--- src/hdl/flvmp3_pkg.sv ---
`timescale 1ns / 1ps

package flvmp3_pkg;

    // field widths
    localparam int DATA_W   = 8;
    localparam int STATUS_W = 3;
    localparam int IDX_W    = 4;
    localparam int LEN_W    = 24;

    // result status codes
    localparam logic [STATUS_W-1:0] ST_PAYLOAD    = 3'd0;
    localparam logic [STATUS_W-1:0] ST_DONE       = 3'd1;
    localparam logic [STATUS_W-1:0] ST_NOT_FLV    = 3'd2;
    localparam logic [STATUS_W-1:0] ST_NO_AUDIO   = 3'd3;
    localparam logic [STATUS_W-1:0] ST_BAD_OFFSET = 3'd4;
    localparam logic [STATUS_W-1:0] ST_MALFORMED  = 3'd5;
    localparam logic [STATUS_W-1:0] ST_NOT_MP3    = 3'd6;
    localparam logic [STATUS_W-1:0] ST_NONE       = 3'd7;

    // stream constants
    localparam logic [DATA_W-1:0] AUDIO_TYPE   = 8'h08;
    localparam logic [DATA_W-1:0] CODEC_MASK   = 8'hf0;
    localparam logic [DATA_W-1:0] CODEC_MP3    = 8'h20;
    localparam logic [DATA_W-1:0] AUDIO_FLAG   = 8'h04;
    localparam logic [DATA_W-1:0] FILE_HDR_LEN = 8'd9;

    // header byte positions
    localparam logic [IDX_W-1:0] IDX_FLAGS     = 4'd4;
    localparam logic [IDX_W-1:0] IDX_OFS_FIRST = 4'd5;
    localparam logic [IDX_W-1:0] IDX_OFS_LAST  = 4'd8;
    localparam logic [IDX_W-1:0] IDX_SIG_END   = 4'd3;
    localparam logic [IDX_W-1:0] IDX_TYPE      = 4'd4;
    localparam logic [IDX_W-1:0] IDX_LEN_FIRST = 4'd5;
    localparam logic [IDX_W-1:0] IDX_LEN_LAST  = 4'd7;
    localparam logic [IDX_W-1:0] IDX_TRAILER   = 4'd3;
    localparam logic [IDX_W-1:0] IDX_TAG_LAST  = 4'd14;

    // signature bytes "FLV"
    function automatic logic [DATA_W-1:0] sig_byte(input logic [1:0] pos);
        logic [DATA_W-1:0] b;
        case (pos)
            2'd0:    b = 8'h46;
            2'd1:    b = 8'h4c;
            2'd2:    b = 8'h56;
            default: b = 8'h00;
        endcase
        return b;
    endfunction

endpackage

--- src/hdl/flv_audio_mp3_extractor_top.sv ---
`timescale 1ns / 1ps

// channel  direction  signals                              transaction when
// input    in         i_valid, o_stall, i_data_byte,       i_valid && !o_stall
//                     i_final_byte
// output   out        o_valid, i_stall, o_payload_byte,    o_valid && !i_stall
//                     o_status
//
// one byte per cycle while the output is not stalled; a byte is parsed from the
// input register once it is taken, and its result is registered in the result
// register, which drives o_valid.
// the parse state (phase, index, body count) updates once per byte in one pass.
// i_rst_n is synchronous, active low; it returns the parser to the file header.
// a stall on the output holds the result register and, once the input register
// is also full, raises o_stall.

module flv_audio_mp3_extractor_top (
    input  logic                               i_clk,
    input  logic                               i_rst_n,
    input  logic                               i_valid,
    output logic                               o_stall,
    input  logic [flvmp3_pkg::DATA_W-1:0]      i_data_byte,
    input  logic                               i_final_byte,
    output logic                               o_valid,
    input  logic                               i_stall,
    output logic [flvmp3_pkg::DATA_W-1:0]      o_payload_byte,
    output logic [flvmp3_pkg::STATUS_W-1:0]    o_status
);
    import flvmp3_pkg::*;

    typedef enum logic [1:0] {
        PH_FILE_HDR = 2'd0,
        PH_TAG_HDR  = 2'd1,
        PH_BODY     = 2'd2,
        PH_SWALLOW  = 2'd3
    } t_phase;

    // input register
    logic              r_in_valid;
    logic [DATA_W-1:0] r_in_data;
    logic              r_in_final;

    // parse state
    t_phase            r_phase, n_phase;
    logic [IDX_W-1:0]  r_byte_index, n_byte_index;
    logic [LEN_W-1:0]  r_body_left, n_body_left;
    logic              r_audio_tag, n_audio_tag;
    logic [LEN_W-1:0]  r_length_acc, n_length_acc;

    // result register
    logic                r_out_valid;
    logic [DATA_W-1:0]   r_out_payload;
    logic [STATUS_W-1:0] r_out_status;

    logic                w_adv;
    logic [STATUS_W-1:0] w_st;
    logic [DATA_W-1:0]   w_pay;

    // handshake
    assign w_adv   = r_in_valid && (!r_out_valid || !i_stall);
    assign o_stall = r_in_valid && !w_adv;
    assign o_valid = r_out_valid;
    assign o_payload_byte = r_out_payload;
    assign o_status = r_out_status;

    // one byte of parsing
    always_comb begin
        n_phase      = r_phase;
        n_byte_index = r_byte_index;
        n_body_left  = r_body_left;
        n_audio_tag  = r_audio_tag;
        n_length_acc = r_length_acc;
        w_st         = ST_NONE;
        w_pay        = '0;
        case (r_phase)
            PH_FILE_HDR: begin
                if (r_byte_index < IDX_SIG_END) begin
                    if (r_in_data != sig_byte(r_byte_index[1:0])) w_st = ST_NOT_FLV;
                end else if (r_byte_index == IDX_FLAGS) begin
                    if ((r_in_data & AUDIO_FLAG) == '0) w_st = ST_NO_AUDIO;
                end else if (r_byte_index >= IDX_OFS_FIRST && r_byte_index < IDX_OFS_LAST) begin
                    if (r_in_data != '0) w_st = ST_BAD_OFFSET;
                end else if (r_byte_index == IDX_OFS_LAST) begin
                    if (r_in_data != FILE_HDR_LEN) w_st = ST_BAD_OFFSET;
                end
                if (w_st == ST_NONE) begin
                    if (r_in_final) begin
                        w_st = (r_byte_index == IDX_OFS_LAST) ? ST_MALFORMED : ST_NOT_FLV;
                    end else if (r_byte_index >= IDX_OFS_LAST) begin
                        n_phase      = PH_TAG_HDR;
                        n_byte_index = '0;
                    end else begin
                        n_byte_index = r_byte_index + 1'b1;
                    end
                end
            end
            PH_TAG_HDR: begin
                if (r_in_final) begin
                    w_st = (r_byte_index == IDX_TRAILER) ? ST_DONE : ST_MALFORMED;
                end else begin
                    if (r_byte_index == IDX_TYPE) begin
                        n_audio_tag = (r_in_data == AUDIO_TYPE);
                    end else if (r_byte_index >= IDX_LEN_FIRST &&
                                 r_byte_index <= IDX_LEN_LAST) begin
                        n_length_acc = {r_length_acc[LEN_W-DATA_W-1:0], r_in_data};
                    end
                    if (r_byte_index >= IDX_TAG_LAST) begin
                        n_body_left  = n_length_acc;
                        n_byte_index = '0;
                        if (n_length_acc == '0) begin
                            // empty audio body has no codec byte
                            if (n_audio_tag) w_st = ST_MALFORMED;
                        end else begin
                            n_phase = PH_BODY;
                        end
                    end else begin
                        n_byte_index = r_byte_index + 1'b1;
                    end
                end
            end
            PH_BODY: begin
                if (r_audio_tag) begin
                    if (r_byte_index == '0) begin
                        if ((r_in_data & CODEC_MASK) != CODEC_MP3) w_st = ST_NOT_MP3;
                        n_byte_index = {{(IDX_W-1){1'b0}}, 1'b1};
                    end else begin
                        w_st  = ST_PAYLOAD;
                        w_pay = r_in_data;
                    end
                end
                if (w_st != ST_NOT_MP3 && r_in_final) begin
                    w_st  = ST_MALFORMED;
                    w_pay = '0;
                end else begin
                    n_body_left = r_body_left - 1'b1;
                    if (r_body_left == {{(LEN_W-1){1'b0}}, 1'b1}) begin
                        n_phase      = PH_TAG_HDR;
                        n_byte_index = '0;
                    end
                end
            end
            default: begin
                w_st = ST_NONE;
            end
        endcase
        // end of file restarts; an error swallows the rest
        if (r_in_final) begin
            n_phase      = PH_FILE_HDR;
            n_byte_index = '0;
            n_body_left  = '0;
            n_audio_tag  = 1'b0;
            n_length_acc = '0;
        end else if (w_st != ST_NONE && w_st != ST_PAYLOAD) begin
            n_phase = PH_SWALLOW;
        end
    end

    // input register
    always_ff @(posedge i_clk) begin
        if (!i_rst_n) begin
            r_in_valid <= 1'b0;
        end else if (i_valid && !o_stall) begin
            r_in_valid <= 1'b1;
        end else if (w_adv) begin
            r_in_valid <= 1'b0;
        end
        if (i_valid && !o_stall) begin
            r_in_data  <= i_data_byte;
            r_in_final <= i_final_byte;
        end
    end

    // parse state and result register
    always_ff @(posedge i_clk) begin
        if (!i_rst_n) begin
            r_phase      <= PH_FILE_HDR;
            r_byte_index <= '0;
            r_body_left  <= '0;
            r_audio_tag  <= 1'b0;
            r_length_acc <= '0;
            r_out_valid  <= 1'b0;
        end else begin
            if (w_adv) begin
                r_phase      <= n_phase;
                r_byte_index <= n_byte_index;
                r_body_left  <= n_body_left;
                r_audio_tag  <= n_audio_tag;
                r_length_acc <= n_length_acc;
                r_out_valid  <= (w_st != ST_NONE);
            end else if (!i_stall) begin
                r_out_valid  <= 1'b0;
            end
        end
        if (w_adv && w_st != ST_NONE) begin
            r_out_payload <= w_pay;
            r_out_status  <= w_st;
        end
    end

    // checks
    a_status_code: assert property (@(posedge i_clk) disable iff (!i_rst_n)
        o_valid |-> o_status != ST_NONE)
        else $error("result carries no status code");

    a_payload_zero: assert property (@(posedge i_clk) disable iff (!i_rst_n)
        (o_valid && o_status != ST_PAYLOAD) |-> o_payload_byte == '0)
        else $error("status result with nonzero payload");

    a_final_restart: assert property (@(posedge i_clk) disable iff (!i_rst_n)
        (w_adv && r_in_final) |=> (r_phase == PH_FILE_HDR && r_byte_index == '0))
        else $error("final byte did not restart the parser");

    a_body_count: assert property (@(posedge i_clk) disable iff (!i_rst_n)
        r_phase == PH_BODY |-> r_body_left != '0)
        else $error("body phase with no bytes left");

endmodule
--- config.mk ---
export PLATFORM = sky130hd
export DESIGN_NAME = flv_audio_mp3_extractor_top
export DESIGN_NICKNAME = d
export VERILOG_FILES = /design/src/hdl/flvmp3_pkg.sv /design/src/hdl/flv_audio_mp3_extractor_top.sv
export SDC_FILE = /design/constraint.sdc
export NUM_CORES = 1
export LEC_CHECK = 0
export BUFFER_PORTS_ARGS = -buffer_cell sky130_fd_sc_hd__buf_4
export CAP_MARGIN = 20
export CORE_UTILIZATION = 40
export CTS_CLUSTER_SIZE = 30
export DETAILED_ROUTE_END_ITERATION = 12
export PLACE_DENSITY = 0.6
export SYNTH_ARGS = -nofsm -noshare
export SYNTH_HDL_FRONTEND = slang
export SYNTH_SLANG_ARGS = --single-unit
--- constraint.sdc ---
create_clock -name i_clk -period 9.9 [get_ports i_clk]
set_clock_uncertainty 0.15 [all_clocks]
set_input_delay 1.485 -clock i_clk [delete_from_list [all_inputs] [get_ports i_clk]]
set_output_delay 1.485 -clock i_clk [all_outputs]
set_load 0.01 [all_outputs]
==> metrics.txt <==
status=complete, no violations; Clock Pin Slew Worst Setup and Hold Paths=0.06 ns; largest area contributor in the netlist=dfxtp_1; worst rel slew slack=a little under a third; register area=1742 um2; Finished Cell Area=5131 um2; Tmin final=roughly 4 ns; Slew Limit Fails=0; final setup fails=0; VDD IR max=about 0.11 mV; n_diodes=0; Starting Density=41.57%; vias=roughly 4100; syn_nets=571; # clock sinks=77; final hold viol count=0; first-pass GRT wire length=around 19 mm; Post-Syn Instances=around 550; Fillers=1063; largest net degree at the start of global routing=56; Post-synth EDFFs=20; area grow syn2layout=12.88%; post-CTS sizing=0; sequential-to-total area share from yosys stat=a little under two fifths; DP HPWL=approximately 8.4 mm; CTS root buffer=clkbuf_16; Cell Area, Synth=about 4500 um2; Die Width=around 110 um; final WL=12.07 mm; total CTS buffers=9; max-cap viol count=0; # DRC=0; Worst Path Required=roughly 9.7 ns; top_reg_cell synth=dfxtp_1; layout cells sized above 1=10.52%; RePlAce Congestion=0.8870; Synth cell types=66; die height=about 110 um; row count=38; setup TNS=0 ns; Synth area leaders=dfxtp_1 25%, edfxtp_1 13%, nor2_1 5.4%, a22oi_1 5.3%, nand2_1 4.5%; Synth top cells by count=65 x nor2_1, 57 x dfxtp_1, 54 x nand2_1; Yosys Warn Count=0; # IOs=26; multi-input logic area=2620 um2; CTS tree=built; initial antenna violation count=0; area of the core=10940 um2; FMAX=250.0 MHz; leakage power=1.953 nW; drt wl/cell=17.22 um; Mapped Avg Cell Area=approximately 8.3 um2; Vias per Instance=5.779; count leader, synth=nor2_1; Seq cells post-synth=77; Tightest Pin Transition=1.049 ns; Hold WC Path Type=reg -> reg; Placement Cell Area=slightly below 5000 um2; H-tree depth=3; die outline area=11790 um2; RSZ-0062 raised after global routing=no; P per Cell Area=146.0 nW/um2; hold-fix buffers at CTS=0; CP Launch Type=flip-flop; crit path kind=reg -> reg; port bufs=25; drt pass-1 iters=5; gr ovfl total=0; WP data arrival=approximately 3.8 ns; period utilization=40.41%; post-route ant nets=0; total track usage=21.77%; crit-path max FO=24; setup bufs post-CTS=0; Clock Latency Late Sink=0.34 ns; DRT iter0 DRCs=344; endpoint class of the critical path=flip-flop; Final #Nets=around 580; CTS Buffer Depth=2; Yosys top cell area share=25.10%; vias in the first global route=around 3600; asr flop ratio synth=0%
metal layers:
metal	up-vias	routed length, um	GRT usage [%]
met3	11	678	3.617
met1	1932	5885	31.98
li1	1985	-	-
met5	-	0	0
met4	0	161	6.660
met2	123	5348	32.37
cell usage in the layout, fill, tap and decap left out, types with 5 or more instances in the layout:
cell type  count
a21oi_1       31
a22oi_1       32
and2_1        14
buf_4         32
clkbuf_16      9
dfxtp_1       57
edfxtp_1      20
ha_1          12
inv_1         14
mux2i_1       16
nand2_1       54
nand2b_1       7
nand3_1        6
nor2_1        65
nor2b_1       15
nor3_1        13
nor3b_1        5
nor4_1        12
o21a_1         6
o21ai_0       36
o31ai_1        6
or3_1          7
xor2_1        10
path summary, 6_finish.rpt:
| check | slack (ns) | endpoint | cells past startpoint | from |
|---|---|---|---|---|
| setup reg to reg | 5.90 | o_payload_byte[1] | 8 | r_byte_index[1] |
| setup / recovery | 5.90 | o_payload_byte[1] | 8 | r_byte_index[1] |
| hold / removal | 0.34 | r_body_left[12] | 2 | r_body_left[12] |
| hold reg to reg | 0.34 | r_body_left[12] | 2 | r_body_left[12] |
through the flow:
step | hold WS [ns] | utilization, % | setup slack (ns) | instances | total power [mW]
final | 0.3409 | 46.92 | 5.900 | 701 | 0.7492
after global routing | 0.3593 | 46.92 | 5.553 | 701 | 0.7758
after CTS | 0.3420 | 46.92 | 5.934 | 701 | 0.7535
after detailed placement | 0.3348 | 44.16 | 5.943 | 685 | 0.4218
after global placement | 0.3241 | 44.16 | 6.041 | 685 | 0.4211
after floorplan | 0.2994 | - | 6.561 | 546 | 0.3973
state kept, by name, summed over array words and instances, names as in the netlist:
| name | count |
|---|---|
| r_in_valid | 1 |
| o_status | 3 |
| r_in_final | 1 |
| r_byte_index | 4 |
| r_length_acc | 24 |
| r_in_data | 8 |
| r_phase | 2 |
| o_valid | 1 |
| r_body_left | 24 |
| r_audio_tag | 1 |
| o_payload_byte | 8 |
report_power, final:
group / total (mW) / internal (mW) / switching, mW
clock network: 0.333 / 0.201 / 0.132
registers: 0.338 / 0.330 / 0.00800
logic: 0.0783 / 0.0299 / 0.0484
worst max-delay path, cell delays in order (launching register included):
cell and delay (ns):
dfxtp_1 0.51, inv_1 0.14, ha_1 0.36, or3b_1 0.79, a21oi_1 0.33, o21a_1 0.14, nor3_1 0.04, a211o_1 0.33
a21oi_1 0.82
cells by family (layout without fill, tap and decap cells):
family,after synthesis,in the layout,synth area share [%]
AO/OA/AOI/OAI,150,150,21.69
XOR/XNOR,14,14,2.697
buffers and inverters,47,62,4.046
AND/OR/NAND/NOR,229,229,26.12
flip-flops,77,77,38.32
multiplexers,17,17,3.826
adder cells (fa/ha/maj),12,12,3.303
cell type report:
type / count / share of cell area [%]
clock inverter: 6 / 1.219
multi-input combinational: 422 / 51.06
tap: 140 / 3.414
clock buffer: 10 / 4.657
inverter: 14 / 1.024
timing repair buffer: 32 / 4.682
sequential: 77 / 33.94
Note: power is estimated with default switching activity, not from simulation.
